## src/hdl/lss_pkg.sv

```systemverilog
// lss_pkg: shared types, operation codes and defaults for the linear system solver
// used by lss_ctrl, lss_dp, lss_div and linear_system_solver; no dependencies
`timescale 1ns / 1ps

package lss_pkg;

  localparam int MAX_ORDER_DEF = 4;
  localparam int FRAC_BITS_DEF = 16;
  localparam int DATA_W        = 32;
  localparam int ORDER_W       = 3;
  localparam logic [ORDER_W-1:0] ORDER_RESET = 3'd4;

  // datapath operation codes
  localparam int OP_W = 4;
  localparam logic [OP_W-1:0] OP_NONE      = 4'd0;
  localparam logic [OP_W-1:0] OP_LOAD      = 4'd1;
  localparam logic [OP_W-1:0] OP_INIT      = 4'd2;
  localparam logic [OP_W-1:0] OP_RD        = 4'd3;
  localparam logic [OP_W-1:0] OP_SRCH      = 4'd4;
  localparam logic [OP_W-1:0] OP_SWAP      = 4'd5;
  localparam logic [OP_W-1:0] OP_DIV_START = 4'd6;
  localparam logic [OP_W-1:0] OP_WR_DIV    = 4'd7;
  localparam logic [OP_W-1:0] OP_CAP_S     = 4'd8;
  localparam logic [OP_W-1:0] OP_CAP_Q     = 4'd9;
  localparam logic [OP_W-1:0] OP_MUL       = 4'd10;
  localparam logic [OP_W-1:0] OP_WR_ELIM   = 4'd11;
  localparam logic [OP_W-1:0] OP_OUT       = 4'd12;
  localparam logic [OP_W-1:0] OP_OUT_SING  = 4'd13;

  typedef struct packed {
    logic [OP_W-1:0] op;
    logic            first;
    logic            last;
  } cmd_t;

  typedef struct packed {
    logic found;
    logic div_done;
    logic rd_zero;
  } sts_t;

endpackage

```

## src/hdl/lss_ram.sv

```systemverilog
// lss_ram: generic single-write, single-read ram with registered read data
// no dependencies
`timescale 1ns / 1ps

module lss_ram #(
  parameter int WIDTH = 32,
  parameter int DEPTH = 20
) (
  input  logic                     clk,
  input  logic                     we,
  input  logic [$clog2(DEPTH)-1:0] waddr,
  input  logic [WIDTH-1:0]         wdata,
  input  logic                     re,
  input  logic [$clog2(DEPTH)-1:0] raddr,
  output logic [WIDTH-1:0]         rdata
);

  logic [WIDTH-1:0] mem_r [DEPTH];
  logic [WIDTH-1:0] rdata_r;

  always_ff @(posedge clk) begin
    if (we) begin
      mem_r[waddr] <= wdata;
    end
    if (re) begin
      rdata_r <= mem_r[raddr];
    end
  end

  assign rdata = rdata_r;

endmodule

```

## src/hdl/lss_div.sv

```systemverilog
// lss_div: radix-2 restoring divider, (x * 2^F) / p truncated toward zero, saturated to 32 bits
// depends on lss_pkg
`timescale 1ns / 1ps

module lss_div #(
  parameter int FRAC_BITS = lss_pkg::FRAC_BITS_DEF
) (
  input  logic                              clk,
  input  logic                              rst_n,
  input  logic                              start,
  input  logic signed [lss_pkg::DATA_W-1:0] dividend,
  input  logic signed [lss_pkg::DATA_W-1:0] divisor,
  output logic                              done,
  output logic        [lss_pkg::DATA_W-1:0] quotient
);

  localparam int DW   = lss_pkg::DATA_W + FRAC_BITS;
  localparam int CNTW = $clog2(DW + 1);
  localparam logic [DW-1:0] LIM_POS = {{(DW-32){1'b0}}, 32'h7FFF_FFFF};
  localparam logic [DW-1:0] LIM_NEG = {{(DW-32){1'b0}}, 32'h8000_0000};

  logic            busy_r, busy_nxt;
  logic            done_r, done_nxt;
  logic [CNTW-1:0] cnt_r, cnt_nxt;
  logic [DW-1:0]   num_r, num_nxt;
  logic [31:0]     rem_r, rem_nxt;
  logic [31:0]     b_r, b_nxt;
  logic            neg_r, neg_nxt;
  logic [32:0]     trial;
  logic [31:0]     mag_x, mag_p;

  assign mag_x = dividend[31] ? 32'(-dividend) : dividend;
  assign mag_p = divisor[31] ? 32'(-divisor) : divisor;
  assign trial = {rem_r, num_r[DW-1]};

  always_comb begin
    busy_nxt = busy_r;
    done_nxt = 1'b0;
    cnt_nxt  = cnt_r;
    num_nxt  = num_r;
    rem_nxt  = rem_r;
    b_nxt    = b_r;
    neg_nxt  = neg_r;
    if (start) begin
      busy_nxt = 1'b1;
      cnt_nxt  = CNTW'(DW);
      num_nxt  = {mag_x, {FRAC_BITS{1'b0}}};
      rem_nxt  = '0;
      b_nxt    = mag_p;
      neg_nxt  = dividend[31] ^ divisor[31];
    end else if (busy_r) begin
      if (trial >= {1'b0, b_r}) begin
        rem_nxt = 32'(trial - {1'b0, b_r});
        num_nxt = {num_r[DW-2:0], 1'b1};
      end else begin
        rem_nxt = trial[31:0];
        num_nxt = {num_r[DW-2:0], 1'b0};
      end
      cnt_nxt = cnt_r - CNTW'(1);
      if (cnt_r == CNTW'(1)) begin
        busy_nxt = 1'b0;
        done_nxt = 1'b1;
      end
    end
  end

  always_ff @(posedge clk) begin
    if (!rst_n) begin
      busy_r <= 1'b0;
      done_r <= 1'b0;
      cnt_r  <= '0;
    end else begin
      busy_r <= busy_nxt;
      done_r <= done_nxt;
      cnt_r  <= cnt_nxt;
    end
    num_r <= num_nxt;
    rem_r <= rem_nxt;
    b_r   <= b_nxt;
    neg_r <= neg_nxt;
  end

  always_comb begin
    if (neg_r) begin
      quotient = (num_r > LIM_NEG) ? 32'h8000_0000 : 32'(LIM_NEG - LIM_NEG - num_r);
    end else begin
      quotient = (num_r > LIM_POS) ? 32'h7FFF_FFFF : num_r[31:0];
    end
  end

  assign done = done_r;

endmodule

```

## src/hdl/lss_dp.sv

```systemverilog
// lss_dp: solver datapath, matrix ram, row permutation, pivot search, divider and multiply-subtract
// depends on lss_pkg, lss_ram, lss_div
`timescale 1ns / 1ps

module lss_dp #(
  parameter int MAX_ORDER = lss_pkg::MAX_ORDER_DEF,
  parameter int FRAC_BITS = lss_pkg::FRAC_BITS_DEF
) (
  input  logic                                                   clk,
  input  logic                                                   rst_n,
  input  lss_pkg::cmd_t                                          cmd,
  output lss_pkg::sts_t                                          sts,
  input  logic [$clog2(MAX_ORDER+1)-1:0]                         n,
  input  logic [$clog2(MAX_ORDER)-1:0]                           row,
  input  logic [$clog2(MAX_ORDER+1)-1:0]                         col,
  input  logic [$clog2(MAX_ORDER*(MAX_ORDER+1))-1:0]             load_addr,
  input  logic signed [lss_pkg::DATA_W-1:0]                      in_coefficient,
  output logic                                                   out_strobe,
  output logic signed [lss_pkg::DATA_W-1:0]                      out_solution_value,
  output logic                                                   out_last_of_run,
  output logic                                                   out_singular
);

  localparam int DEPTH = MAX_ORDER * (MAX_ORDER + 1);
  localparam int AW    = $clog2(DEPTH);
  localparam int RW    = $clog2(MAX_ORDER);

  logic [RW-1:0]        perm_r [MAX_ORDER];
  logic [32:0]          best_mag_r;
  logic signed [31:0]   best_val_r;
  logic [RW-1:0]        best_row_r;
  logic                 found_r;
  logic signed [31:0]   s_r, q_r, y_r;
  logic signed [63:0]   prod_r;
  logic                 strobe_r;
  logic signed [31:0]   value_r;
  logic                 last_r, sing_r;

  logic [AW-1:0]        addr;
  logic                 we, re;
  logic [AW-1:0]        waddr;
  logic [31:0]          wdata;
  logic signed [31:0]   rd_data;
  logic [32:0]          cand_mag;
  logic                 div_done;
  logic [31:0]          div_q;
  logic signed [63:0]   diff;
  logic [31:0]          elim_val;

  assign addr = AW'(perm_r[row]) * (AW'(n) + AW'(1)) + AW'(col);

  assign we = (cmd.op == lss_pkg::OP_LOAD) || (cmd.op == lss_pkg::OP_WR_DIV) ||
              (cmd.op == lss_pkg::OP_WR_ELIM);
  assign re = (cmd.op == lss_pkg::OP_RD);
  assign waddr = (cmd.op == lss_pkg::OP_LOAD) ? load_addr : addr;

  // floor of the scaled product, then saturating subtract
  assign diff = 64'(y_r) - (prod_r >>> FRAC_BITS);
  always_comb begin
    if (diff > 64'sh7FFF_FFFF) begin
      elim_val = 32'h7FFF_FFFF;
    end else if (diff < -64'sh8000_0000) begin
      elim_val = 32'h8000_0000;
    end else begin
      elim_val = diff[31:0];
    end
  end

  always_comb begin
    unique case (cmd.op)
      lss_pkg::OP_LOAD:   wdata = in_coefficient;
      lss_pkg::OP_WR_DIV: wdata = div_q;
      default:            wdata = elim_val;
    endcase
  end

  lss_ram #(
    .WIDTH(lss_pkg::DATA_W),
    .DEPTH(DEPTH)
  ) u_ram (
    .clk  (clk),
    .we   (we),
    .waddr(waddr),
    .wdata(wdata),
    .re   (re),
    .raddr(addr),
    .rdata(rd_data)
  );

  lss_div #(
    .FRAC_BITS(FRAC_BITS)
  ) u_div (
    .clk     (clk),
    .rst_n   (rst_n),
    .start   (cmd.op == lss_pkg::OP_DIV_START),
    .dividend(rd_data),
    .divisor (best_val_r),
    .done    (div_done),
    .quotient(div_q)
  );

  assign cand_mag = rd_data[31] ? 33'(-$signed({rd_data[31], rd_data})) : {1'b0, rd_data};

  always_ff @(posedge clk) begin
    if (!rst_n) begin
      found_r  <= 1'b0;
      strobe_r <= 1'b0;
    end else begin
      strobe_r <= (cmd.op == lss_pkg::OP_OUT) || (cmd.op == lss_pkg::OP_OUT_SING);
      if (cmd.op == lss_pkg::OP_SRCH) begin
        if (cmd.first) begin
          found_r <= (cand_mag != '0);
        end else if (cand_mag > best_mag_r) begin
          found_r <= 1'b1;
        end
      end
    end
    unique case (cmd.op)
      lss_pkg::OP_INIT: begin
        for (int i = 0; i < MAX_ORDER; i++) begin
          perm_r[i] <= RW'(i);
        end
      end
      lss_pkg::OP_SRCH: begin
        if (cmd.first || (cand_mag > best_mag_r)) begin
          best_mag_r <= cand_mag;
          best_val_r <= rd_data;
          best_row_r <= row;
        end
      end
      lss_pkg::OP_SWAP: begin
        perm_r[row]        <= perm_r[best_row_r];
        perm_r[best_row_r] <= perm_r[row];
      end
      lss_pkg::OP_CAP_S: s_r <= rd_data;
      lss_pkg::OP_CAP_Q: q_r <= rd_data;
      lss_pkg::OP_MUL: begin
        prod_r <= 64'(q_r) * 64'(s_r);
        y_r    <= rd_data;
      end
      lss_pkg::OP_OUT: begin
        value_r <= rd_data;
        last_r  <= cmd.last;
        sing_r  <= 1'b0;
      end
      lss_pkg::OP_OUT_SING: begin
        value_r <= '0;
        last_r  <= cmd.last;
        sing_r  <= 1'b1;
      end
      default: begin
      end
    endcase
  end

  assign sts.found    = found_r;
  assign sts.div_done = div_done;
  assign sts.rd_zero  = (rd_data == '0);

  assign out_strobe         = strobe_r;
  assign out_solution_value = value_r;
  assign out_last_of_run    = last_r;
  assign out_singular       = sing_r;

endmodule

```

## src/hdl/lss_ctrl.sv

```systemverilog
// lss_ctrl: solver sequencer, loading, pivot search, scaling, elimination and result readout
// depends on lss_pkg
`timescale 1ns / 1ps

module lss_ctrl #(
  parameter int MAX_ORDER = lss_pkg::MAX_ORDER_DEF
) (
  input  logic                                       clk,
  input  logic                                       rst_n,
  input  logic                                       start,
  output logic                                       busy,
  input  logic                                       cfg_valid,
  output logic                                       cfg_ready,
  input  logic [lss_pkg::ORDER_W-1:0]                cfg_order,
  output lss_pkg::cmd_t                              cmd,
  input  lss_pkg::sts_t                              sts,
  output logic [$clog2(MAX_ORDER+1)-1:0]             n,
  output logic [$clog2(MAX_ORDER)-1:0]               row,
  output logic [$clog2(MAX_ORDER+1)-1:0]             col,
  output logic [$clog2(MAX_ORDER*(MAX_ORDER+1))-1:0] load_addr
);

  localparam int DEPTH = MAX_ORDER * (MAX_ORDER + 1);
  localparam int AW    = $clog2(DEPTH);
  localparam int LW    = $clog2(DEPTH + 1);
  localparam int RW    = $clog2(MAX_ORDER);
  localparam int NW    = $clog2(MAX_ORDER + 1);

  localparam logic [4:0] S_LOAD    = 5'd0;
  localparam logic [4:0] S_INIT    = 5'd1;
  localparam logic [4:0] S_SR_RD   = 5'd2;
  localparam logic [4:0] S_SR_CMP  = 5'd3;
  localparam logic [4:0] S_SR_END  = 5'd4;
  localparam logic [4:0] S_DV_RD   = 5'd5;
  localparam logic [4:0] S_DV_GO   = 5'd6;
  localparam logic [4:0] S_DV_WAIT = 5'd7;
  localparam logic [4:0] S_EL_SRD  = 5'd8;
  localparam logic [4:0] S_EL_SCAP = 5'd9;
  localparam logic [4:0] S_EL_QRD  = 5'd10;
  localparam logic [4:0] S_EL_QCAP = 5'd11;
  localparam logic [4:0] S_EL_YRD  = 5'd12;
  localparam logic [4:0] S_EL_MUL  = 5'd13;
  localparam logic [4:0] S_EL_WR   = 5'd14;
  localparam logic [4:0] S_OUT_RD  = 5'd15;
  localparam logic [4:0] S_OUT     = 5'd16;
  localparam logic [4:0] S_SING    = 5'd17;

  logic [4:0]                  state_r, state_nxt;
  logic [lss_pkg::ORDER_W-1:0] order_r, order_nxt;
  logic [LW-1:0]               load_cnt_r, load_cnt_nxt;
  logic [RW-1:0]               k_r, k_nxt;
  logic [RW-1:0]               r_r, r_nxt;
  logic [NW-1:0]               c_r, c_nxt;
  logic [NW-1:0]               n_eff;
  logic [LW-1:0]               total;
  logic                        last_row, last_col, last_k, adv;

  always_comb begin
    if (order_r < 3'd2) begin
      n_eff = NW'(2);
    end else if (int'(order_r) > MAX_ORDER) begin
      n_eff = NW'(MAX_ORDER);
    end else begin
      n_eff = NW'(order_r);
    end
  end

  assign total    = LW'(n_eff) * (LW'(n_eff) + LW'(1));
  assign last_row = (r_r == RW'(n_eff - NW'(1)));
  assign last_k   = (k_r == RW'(n_eff - NW'(1)));
  assign last_col = (c_r == n_eff);

  always_comb begin
    state_nxt    = state_r;
    order_nxt    = order_r;
    load_cnt_nxt = load_cnt_r;
    k_nxt        = k_r;
    r_nxt        = r_r;
    c_nxt        = c_r;
    adv          = 1'b0;
    cmd          = '{op: lss_pkg::OP_NONE, first: 1'b0, last: 1'b0};
    row          = r_r;
    col          = c_r;
    unique case (state_r)
      S_LOAD: begin
        if (cfg_valid && cfg_ready) begin
          order_nxt    = cfg_order;
          load_cnt_nxt = '0;
        end else if (start) begin
          cmd.op = lss_pkg::OP_LOAD;
          if (load_cnt_r == total - LW'(1)) begin
            load_cnt_nxt = '0;
            state_nxt    = S_INIT;
          end else begin
            load_cnt_nxt = load_cnt_r + LW'(1);
          end
        end
      end
      S_INIT: begin
        cmd.op    = lss_pkg::OP_INIT;
        k_nxt     = '0;
        r_nxt     = '0;
        state_nxt = S_SR_RD;
      end
      S_SR_RD: begin
        cmd.op    = lss_pkg::OP_RD;
        col       = NW'(k_r);
        state_nxt = S_SR_CMP;
      end
      S_SR_CMP: begin
        cmd.op    = lss_pkg::OP_SRCH;
        cmd.first = (r_r == k_r);
        if (last_row) begin
          state_nxt = S_SR_END;
        end else begin
          r_nxt     = r_r + RW'(1);
          state_nxt = S_SR_RD;
        end
      end
      S_SR_END: begin
        if (!sts.found) begin
          r_nxt     = '0;
          state_nxt = S_SING;
        end else begin
          cmd.op    = lss_pkg::OP_SWAP;
          row       = k_r;
          c_nxt     = NW'(k_r) + NW'(1);
          state_nxt = S_DV_RD;
        end
      end
      S_DV_RD: begin
        cmd.op    = lss_pkg::OP_RD;
        row       = k_r;
        state_nxt = S_DV_GO;
      end
      S_DV_GO: begin
        cmd.op    = lss_pkg::OP_DIV_START;
        state_nxt = S_DV_WAIT;
      end
      S_DV_WAIT: begin
        if (sts.div_done) begin
          cmd.op = lss_pkg::OP_WR_DIV;
          row    = k_r;
          if (last_col) begin
            r_nxt     = '0;
            state_nxt = S_EL_SRD;
          end else begin
            c_nxt     = c_r + NW'(1);
            state_nxt = S_DV_RD;
          end
        end
      end
      S_EL_SRD: begin
        if (r_r == k_r) begin
          adv = 1'b1;
        end else begin
          cmd.op    = lss_pkg::OP_RD;
          col       = NW'(k_r);
          state_nxt = S_EL_SCAP;
        end
      end
      S_EL_SCAP: begin
        cmd.op = lss_pkg::OP_CAP_S;
        if (sts.rd_zero) begin
          adv = 1'b1;
        end else begin
          c_nxt     = NW'(k_r) + NW'(1);
          state_nxt = S_EL_QRD;
        end
      end
      S_EL_QRD: begin
        cmd.op    = lss_pkg::OP_RD;
        row       = k_r;
        state_nxt = S_EL_QCAP;
      end
      S_EL_QCAP: begin
        cmd.op    = lss_pkg::OP_CAP_Q;
        state_nxt = S_EL_YRD;
      end
      S_EL_YRD: begin
        cmd.op    = lss_pkg::OP_RD;
        state_nxt = S_EL_MUL;
      end
      S_EL_MUL: begin
        cmd.op    = lss_pkg::OP_MUL;
        state_nxt = S_EL_WR;
      end
      S_EL_WR: begin
        cmd.op = lss_pkg::OP_WR_ELIM;
        if (last_col) begin
          adv = 1'b1;
        end else begin
          c_nxt     = c_r + NW'(1);
          state_nxt = S_EL_QRD;
        end
      end
      S_OUT_RD: begin
        cmd.op    = lss_pkg::OP_RD;
        col       = n_eff;
        state_nxt = S_OUT;
      end
      S_OUT: begin
        cmd.op   = lss_pkg::OP_OUT;
        cmd.last = last_row;
        if (last_row) begin
          state_nxt = S_LOAD;
        end else begin
          r_nxt     = r_r + RW'(1);
          state_nxt = S_OUT_RD;
        end
      end
      S_SING: begin
        cmd.op   = lss_pkg::OP_OUT_SING;
        cmd.last = last_row;
        if (last_row) begin
          state_nxt = S_LOAD;
        end else begin
          r_nxt = r_r + RW'(1);
        end
      end
      default: begin
        state_nxt = S_LOAD;
      end
    endcase
    // next row of elimination, or next column, or readout
    if (adv) begin
      if (!last_row) begin
        r_nxt     = r_r + RW'(1);
        state_nxt = S_EL_SRD;
      end else if (last_k) begin
        r_nxt     = '0;
        state_nxt = S_OUT_RD;
      end else begin
        k_nxt     = k_r + RW'(1);
        r_nxt     = k_r + RW'(1);
        state_nxt = S_SR_RD;
      end
    end
  end

  always_ff @(posedge clk) begin
    if (!rst_n) begin
      state_r    <= S_LOAD;
      order_r    <= lss_pkg::ORDER_RESET;
      load_cnt_r <= '0;
      k_r        <= '0;
      r_r        <= '0;
      c_r        <= '0;
    end else begin
      state_r    <= state_nxt;
      order_r    <= order_nxt;
      load_cnt_r <= load_cnt_nxt;
      k_r        <= k_nxt;
      r_r        <= r_nxt;
      c_r        <= c_nxt;
    end
  end

  assign busy      = (state_r != S_LOAD);
  assign cfg_ready = (state_r == S_LOAD) && !start;
  assign n         = n_eff;
  assign load_addr = load_cnt_r[AW-1:0];

endmodule

```

## src/hdl/linear_system_solver.sv

```systemverilog
// linear_system_solver: n-by-n gauss-jordan solver with partial pivoting, signed fixed point
// sequence: load of the n*(n+1) coefficients, then per column k a pivot search over rows k to n-1,
// a divide of the pivot row by the pivot and a multiply-subtract on every other row with a nonzero
// entry in column k, then readout of the results (zeros when singular); the ram and divider set the pace
// one run at a time: busy is high from the last coefficient transfer until the last result
// synchronous active-low reset clears the sequencer, load count and order (back to 4)
// depends on lss_pkg, lss_ctrl, lss_dp
`timescale 1ns / 1ps

module linear_system_solver #(
  parameter int MAX_ORDER = lss_pkg::MAX_ORDER_DEF,
  parameter int FRAC_BITS = lss_pkg::FRAC_BITS_DEF
) (
  input  logic                              clk,
  input  logic                              rst_n,
  // coefficient transfer, row-major augmented matrix
  input  logic                              start,
  output logic                              busy,
  input  logic signed [lss_pkg::DATA_W-1:0] in_coefficient,
  // order register write
  input  logic                              cfg_valid,
  output logic                              cfg_ready,
  input  logic [lss_pkg::ORDER_W-1:0]       cfg_order,
  // results, one cycle each, no backpressure
  output logic                              out_strobe,
  output logic signed [lss_pkg::DATA_W-1:0] out_solution_value,
  output logic                              out_last_of_run,
  output logic                              out_singular
);

  localparam int DEPTH = MAX_ORDER * (MAX_ORDER + 1);

  lss_pkg::cmd_t                   cmd;
  lss_pkg::sts_t                   sts;
  logic [$clog2(MAX_ORDER+1)-1:0]  n;
  logic [$clog2(MAX_ORDER)-1:0]    row;
  logic [$clog2(MAX_ORDER+1)-1:0]  col;
  logic [$clog2(DEPTH)-1:0]        load_addr;

  // sequencer: walks load, pivot search, row scaling, elimination, readout
  lss_ctrl #(
    .MAX_ORDER(MAX_ORDER)
  ) u_ctrl (
    .clk      (clk),
    .rst_n    (rst_n),
    .start    (start),
    .busy     (busy),
    .cfg_valid(cfg_valid),
    .cfg_ready(cfg_ready),
    .cfg_order(cfg_order),
    .cmd      (cmd),
    .sts      (sts),
    .n        (n),
    .row      (row),
    .col      (col),
    .load_addr(load_addr)
  );

  // datapath: matrix ram behind a row permutation, divider, multiplier
  lss_dp #(
    .MAX_ORDER(MAX_ORDER),
    .FRAC_BITS(FRAC_BITS)
  ) u_dp (
    .clk               (clk),
    .rst_n             (rst_n),
    .cmd               (cmd),
    .sts               (sts),
    .n                 (n),
    .row               (row),
    .col               (col),
    .load_addr         (load_addr),
    .in_coefficient    (in_coefficient),
    .out_strobe        (out_strobe),
    .out_solution_value(out_solution_value),
    .out_last_of_run   (out_last_of_run),
    .out_singular      (out_singular)
  );

  // only the final result may coincide with the solver going idle
  a_result_while_busy: assert property (@(posedge clk) disable iff (!rst_n)
    out_strobe && !out_last_of_run |-> busy)
    else $error("non-final result while idle");

  // a singular run reports zero values
  a_singular_zero: assert property (@(posedge clk) disable iff (!rst_n)
    out_strobe && out_singular |-> out_solution_value == '0)
    else $error("singular result with nonzero value");

  // no result right after a coefficient transfer
  a_no_result_after_load: assert property (@(posedge clk) disable iff (!rst_n)
    start && !busy |=> !out_strobe)
    else $error("result right after a coefficient transfer");

  // config transfers only while idle
  a_cfg_idle: assert property (@(posedge clk) disable iff (!rst_n)
    cfg_ready |-> !busy)
    else $error("config ready while busy");

endmodule
```

## config.mk

```make
export PLATFORM = sky130hd
export DESIGN_NAME = linear_system_solver
export DESIGN_NICKNAME = d
export VERILOG_FILES = /design/src/hdl/lss_pkg.sv /design/src/hdl/lss_ram.sv /design/src/hdl/lss_div.sv /design/src/hdl/lss_dp.sv /design/src/hdl/lss_ctrl.sv /design/src/hdl/linear_system_solver.sv
export SDC_FILE = /design/constraint.sdc
export NUM_CORES = 2
export LEC_CHECK = 0
export ABC_AREA = 1
export BUFFER_PORTS_ARGS = -buffer_cell sky130_fd_sc_hd__buf_2
export CELL_PAD_IN_SITES_DETAIL_PLACEMENT = 0
export CELL_PAD_IN_SITES_GLOBAL_PLACEMENT = 2
export CORE_MARGIN = 3
export CORE_UTILIZATION = 42
export CTS_CLUSTER_SIZE = 14
export DETAILED_ROUTE_END_ITERATION = 8
export PLACE_DENSITY_LB_ADDON = 0.12
export SLEW_MARGIN = 40
export SYNTH_ARGS = -nofsm -noshare
export SYNTH_HDL_FRONTEND = slang
export SYNTH_SLANG_ARGS = --single-unit
```

## constraint.sdc

```tcl
create_clock -name clk -period 9.6 [get_ports clk]
set_input_delay 1.44 -clock clk [delete_from_list [all_inputs] [get_ports clk]]
set_output_delay 1.44 -clock clk [all_outputs]
set_load 0.02 [all_outputs]
```

; ---- After elaboration in Yosys (flattened, before gate mapping)
; Memory sizes are Yosys's and may differ from the RTL's. A register that Yosys moved wholly into a read port is not among the register bits.
; Cells that the tools add are included.
[op_classes]
n_addsub = 16
mul = 3
n_div = 0
n_lt_le_gt_ge = 8
eq_ne = 50
shifts = 0
n_mux = 91
bitwise_logic = 3
n_reduce_logical = 33
[op_table]
columns = operator, n
row1 = two-way mux 32 bit, 7
row2 = case mux 32 bit (2 select lines), 2
row3 = two-way mux 48 bit, 2
row4 = case mux 5 bit (18 select lines), 1
row5 = two-way mux 5 bit, 15
row6 = > comparator 64 x 32 -> 1 bit (second input constant), 1
row7 = < comparator 64 x 32 -> 1 bit (second input constant), 1
row8 = multiplier 32 x 32 -> 64 bit, 1
row9 = negation 32 bit, 2
row10 = case mux 4 bit (14 select lines), 1
row11 = subtractor 32 x 48 -> 49 bit, 1
row12 = > comparator 48 x 31 -> 1 bit (second input constant), 1
row13 = > comparator 48 x 32 -> 1 bit (second input constant), 1
row14 = == test 5 x 4 -> 1 bit (second input constant), 8
row15 = two-way mux 2 bit, 19
row16 = >= comparator 33 x 32 -> 1 bit, 1
row17 = > comparator 33 bit, 1
row18 = two-way mux 33 bit, 1
row19 = negation 32 -> 33 bit, 1
row20 = nonzero test 33 bit, 1
row21 = logical NOT 32 bit, 1
row22 = subtractor 1 x 32 -> 32 bit (first input constant), 1
row23 = subtractor 32 bit, 1
row24 = two-way mux 31 bit, 1
row25 = 56 further kinds, 132
[word_totals]
ff_bits = 404
latch_bits = 0
ram_bits = 648
rom_bits = 0
inputBits = 39
output_inout_bits = 37
memories = 2
[mem_list]
columns = memory, depth, width, read_ports, rd_ports_with_merged_regs, write_ports, line
row1 = u_dp.u_ram.mem_r, 20, 32, 1, 1, 1, lss_ram.sv:18  ; logic [WIDTH-1:0] mem_r [DEPTH];
row2 = u_dp.perm_r, 4, 2, 2, 1, 4, lss_dp.sv:28  ; logic [RW-1:0] perm_r [MAX_ORDER];

; ---- Longest topological paths before layout
[depth]
depth_word = 12
mapped_depth = 31

; ---- Modules after synthesis
; Synthesis repeated with hierarchy kept, for this count alone.
[hier_totals]
hier_cells = 10790
hier_area_um2 = 92735.2
[by_module_without_submodules]
columns = module, instances, cells_per_inst, area_per_inst_um2, seq_area_each_um2
row1 = lss_dp, 1, 6681, 53583.9, 7647.3
row2 = lss_ram, 1, 2156, 26912.1, 20179.4
row3 = lss_div, 1, 1594, 10223.6, 3072.9
row4 = lss_ctrl, 1, 359, 2015.7, 400.4

; ---- Worst setup path after synthesis
; Ideal clock, no wire load.
[synth_timing]
path_kind = register to register
from = register u_dp.q_r[31]
to = register u_dp.prod_r[62] (data pin)
setup_ps = 252
arrival_time_ps = 7167
path_slack_ps = 2181
path_stages_with_launch = 27
synth_period_minus_slack_ps = 7419
cell_sequence = edfxtp_1 clkbuf_1 nand2_1 inv_1 fa_1 fa_1 fa_1 fa_1 inv_1 fa_1 inv_1 fa_1 inv_1 fa_1 inv_1 fa_1 ha_1 a21oi_1 inv_1 a31oi_1 o21ai_0 nand3_1 o311ai_0 a211oi_1 nand2_1 nand2_1 nand2_1
[synth_between]
elab_chain_len = 1
[synth_rtl]
columns = element, line
row1 = from (decl), lss_dp.sv:33  ; logic signed [31:0] s_r, q_r, y_r;
row2 = from (signal assigned), lss_dp.sv:136  ; lss_pkg::OP_CAP_Q: q_r <= rd_data;
row3 = multiplier 32 x 32 -> 64 bit, lss_dp.sv:138  ; prod_r <= 64'(q_r) * 64'(s_r);
row4 = to (signal assigned), lss_dp.sv:138
row5 = to (decl), lss_dp.sv:34  ; logic signed [63:0] prod_r;
; Every way passes these cells.
; A chain may end at the register's enable or synchronous reset.

; ---- Worst setup path after layout
[layout_timing]
from = register u_dp.q_r[31]
to = register u_dp.prod_r[58] (data pin)
; The elaborated chain is that of the path after synthesis.

==> run summary <==
CTS clk-pin slew, worst paths = 0.06 ns
final-report hold violation count = 0
Post-synth EDFFs = 989
crit path DAT = 9.47 ns
Synth cell types = 68
fmax = 112 MHz
Final Util = 0.466
Sw Pwr = 4.34 mW
multi-input logic area = 47700 sq um
Net Sw Frac = 0.327
max cap viols = 0
Cell Int Power = 8.91 mW
worst setup path category = reg2reg
number of global-route vias before repair = 68800
Worst-Skew Late Latency = 0.79 ns
DRC Markers = 0
clk_skew = 0.112 ns
Pre-antenna DRT Iters = 6
status = completed
Final ANT Viol Nets = 0
via/cell ratio = 5.20
Hold Path Sink = u_dp.u_div.rem_r[2]$_SDFFE_PP0P_
Leak = 45.5 nW
Core Rows = 167
r2r endpoint = u_dp.prod_r[58]$_DFFE_PN_
Seq/Total Area, Yosys = 0.353
Final nets = 11200
Root Driver = clkbuf_16
worst r2r src = u_dp.q_r[31]$_DFFE_PN_
1st-iter DRT viols = 5383
post-DP HPWL = 216000 um
Yosys warnings = 0
Critical Path Sink Type = register
Routed wire per std cell = 22.7 um
setup-violating endpoint count in the final report = 0
Num CTS Buffers = 114
Main synth FF type = edfxtp_1
area of the core = 209000 sq um
DP Area = 93200 sq um
Initial Util = 0.425
Hold Path Class = reg2reg
flops & latches, synth = 1069
first-pass GRT wire length = 438000 um
Slew HR = 0.387
Setup Fix Bufs, Post-CTS = 0
clock share of power = 0.349
Async SR Flop Fraction = 0
Hold Path Stages = 2
final setup margin = 0.655 ns
# port buffers = 75
Tot GR Track Use = 0.267
Worst Reg2Reg Path Length in Cells = 24
RSZ-0062 raised after global routing = false
Cells after Synth = 9713
die width = 465 um
hold bufs inserted after CTS = 0
Die Area = 217000 sq um
routed wire length = 286000 um
Syn Area/Cell = 9.12 sq um
Clock Path Buffers = 3
Least-Margin Pin Slew = 0.912 ns
mapped cell area = 88600 sq um
Final Cell Area = 97200 sq um
TritonCTS clock tree = built
clock sinks = 1069
peak fanout along the critical path = 24
fin crit period = 8.94 ns
combinational power share = 0.231
period utilization = 0.932
Post-CTS Resized = 0
die height = 465 um
final setup TNS = 0 ns
WP data required = 10.12 ns
max-slew violations = 0
r2r setup slk = 0.66 ns
num ports = 76
routability congestion estimate = 0.923
Reg area = 31300 sq um
Tot Pwr = 13.3 mW
power density cells = 136 nW/um^2
Fillers = 20300
Fin Hold WS = 0.462 ns
commonest cells after routing, fill and taps aside = inv_1 (2201), nand2_1 (1948), fa_1 (1086)
Reg power frac = 0.421
Layout Cells excl Fill = 12600
total vias in the final route = 65700
Place WS = 0.676 ns
largest net degree at the start of global routing = 147
share of post-route cells with drive strength above 1 = 0.0619
Placed Cells = 12400
total congestion overflow = 0
worst vdd ir = 0.185 mV
Setup crit start kind = register
initial antenna violation count = 24
hold_sp = u_dp.u_div.rem_r[1]$_SDFFE_PP0P_
CTS H-tree depth = 3
most common cell after layout, fill and taps aside = inv_1
Area growth syn-to-layout = 9.67%
metal layers:
layer | routed length (um) | share of wire | track usage | vias to the layer above
li1 | - | - | - | 30300
met5 | 34 | 0.00012 | 0 | -
met1 | 124000 | 0.43 | 0.363 | 33400
met4 | 8500 | 0.030 | 0.0758 | 6
met2 | 140000 | 0.49 | 0.457 | 1638
met3 | 13400 | 0.047 | 0.0253 | 362
Yosys cell counts, types with 9 or more instances:
library cell | n | share of area
inv_1 | 2208 | 0.094
nand2_1 | 1952 | 0.083
fa_1 | 1087 | 0.25
edfxtp_1 | 989 | 0.34
nor2_1 | 848 | 0.036
o21ai_0 | 530 | 0.030
clkbuf_1 | 352 | 0.015
ha_1 | 311 | 0.044
a21oi_1 | 261 | 0.015
nand3_1 | 163 | 0.0092
xor2_1 | 122 | 0.012
o22ai_1 | 91 | 0.0064
dfxtp_1 | 80 | 0.018
a31oi_1 | 76 | 0.0054
o221ai_1 | 67 | 0.0066
xnor2_1 | 65 | 0.0064
nor3_1 | 63 | 0.0036
nand4_1 | 62 | 0.0044
a32oi_1 | 37 | 0.0037
nor4_1 | 28 | 0.0020
a21o_1 | 24 | 0.0020
o211ai_1 | 24 | 0.0020
a22oi_1 | 22 | 0.0019
or2_2 | 22 | 0.0016
o21bai_1 | 20 | 0.0017
o21ai_1 | 19 | 0.0011
nor2_2 | 18 | 0.0013
buf_2 | 15 | 0.00085
inv_2 | 13 | 0.00055
buf_1 | 12 | 0.00051
nand2_2 | 12 | 0.00085
nor3_2 | 10 | 0.0011
a22o_1 | 9 | 0.00089
worst max path at each step:
stage,to,slack [ns],startpoint,cells after the start
5_1_grt,u_dp.prod_r[58]$_DFFE_PN_,0.19,u_dp.q_r[31]$_DFFE_PN_,24
6_report,u_dp.prod_r[58]$_DFFE_PN_,0.66,u_dp.q_r[31]$_DFFE_PN_,24
3_3_place_gp,u_dp.prod_r[58]$_DFFE_PN_,0.50,u_dp.s_r[9]$_DFFE_PN_,23
2_1_floorplan,u_dp.prod_r[62]$_DFFE_PN_,2.18,u_dp.q_r[31]$_DFFE_PN_,26
3_5_place_dp,u_dp.prod_r[58]$_DFFE_PN_,0.68,u_dp.q_r[31]$_DFFE_PN_,24
4_1_cts,u_dp.prod_r[58]$_DFFE_PN_,0.55,u_dp.q_r[31]$_DFFE_PN_,24
worst max-delay path, cell delays in order, from the launching register on:
cell      delay [ns]
edfxtp_1        0.53
buf_4           0.38
nand2_1         0.21
fa_1            0.77
fa_1            0.46
buf_4           0.20
fa_1            0.86
inv_1           0.32
fa_1            0.57
inv_1           0.05
fa_1            0.52
inv_1           0.05
fa_1            0.47
inv_1           0.05
fa_1            0.51
inv_1           0.07
fa_1            0.45
ha_1            0.39
nand2_1         0.17
nor2_1          0.27
inv_1           0.09
nor3_1          0.58
nand3_1         0.35
nand2_1         0.22
xor2_1          0.20
flip-flops by register name, indices dropped and copies added, names as in the netlist, 2 cells and up, named ones only:
signal	cells
u_dp.u_ram.mem_r	640
u_dp.prod_r	48
u_dp.u_div.num_r	48
u_dp.best_mag_r	32
u_dp.best_val_r	32
u_dp.out_solution_value	32
u_dp.q_r	32
u_dp.s_r	32
u_dp.u_div.b_r	32
u_dp.u_div.rem_r	32
u_dp.u_ram.rdata	32
u_dp.y_r	32
u_dp.perm_r	8
u_dp.u_div.cnt_r	6
u_ctrl.load_addr	5
u_ctrl.state_r	5
u_ctrl.c_r	3
u_ctrl.order_r	3
u_ctrl.k_r	2
u_ctrl.r_r	2
u_dp.best_row_r	2
final cells by class:
class                   instances  share of cell area
multi-input cells            6032               0.491
repair buffers                295              0.0247
flip-flops and latches       1069               0.322
well taps                    2788              0.0359
diodes                          5            0.000129
clock inverters                72             0.00893
inverters                    2227              0.0862
clock buffers                 144              0.0312
power groups by stage:
stage | clock, mW | combinational (mW) | sequential (mW)
after detailed placement | 0 | 3.06 | 5.67
after CTS | 4.71 | 3.07 | 5.57
after floorplan | 0 | 1.73 | 5.68
after global routing | 4.88 | 3.32 | 5.59
final | 4.62 | 3.06 | 5.57
after global placement | 0 | 2.97 | 5.67
kinds of logic (layout without fill, tap and decap cells):
logic type                 Yosys count  after routing  synth area share
DFF                               1069           1069             0.353
other                                1              8         0.0000423
adders and majority gates         1398           1398             0.289
xor gates and xnor gates           188            188            0.0187
buffers and inverters             2614           2738             0.112
AOI/OAI and AO/OA                 1237           1237            0.0819
and+or+nand+nor                   3206           3206             0.145
(Power assumes the default switching activity.)
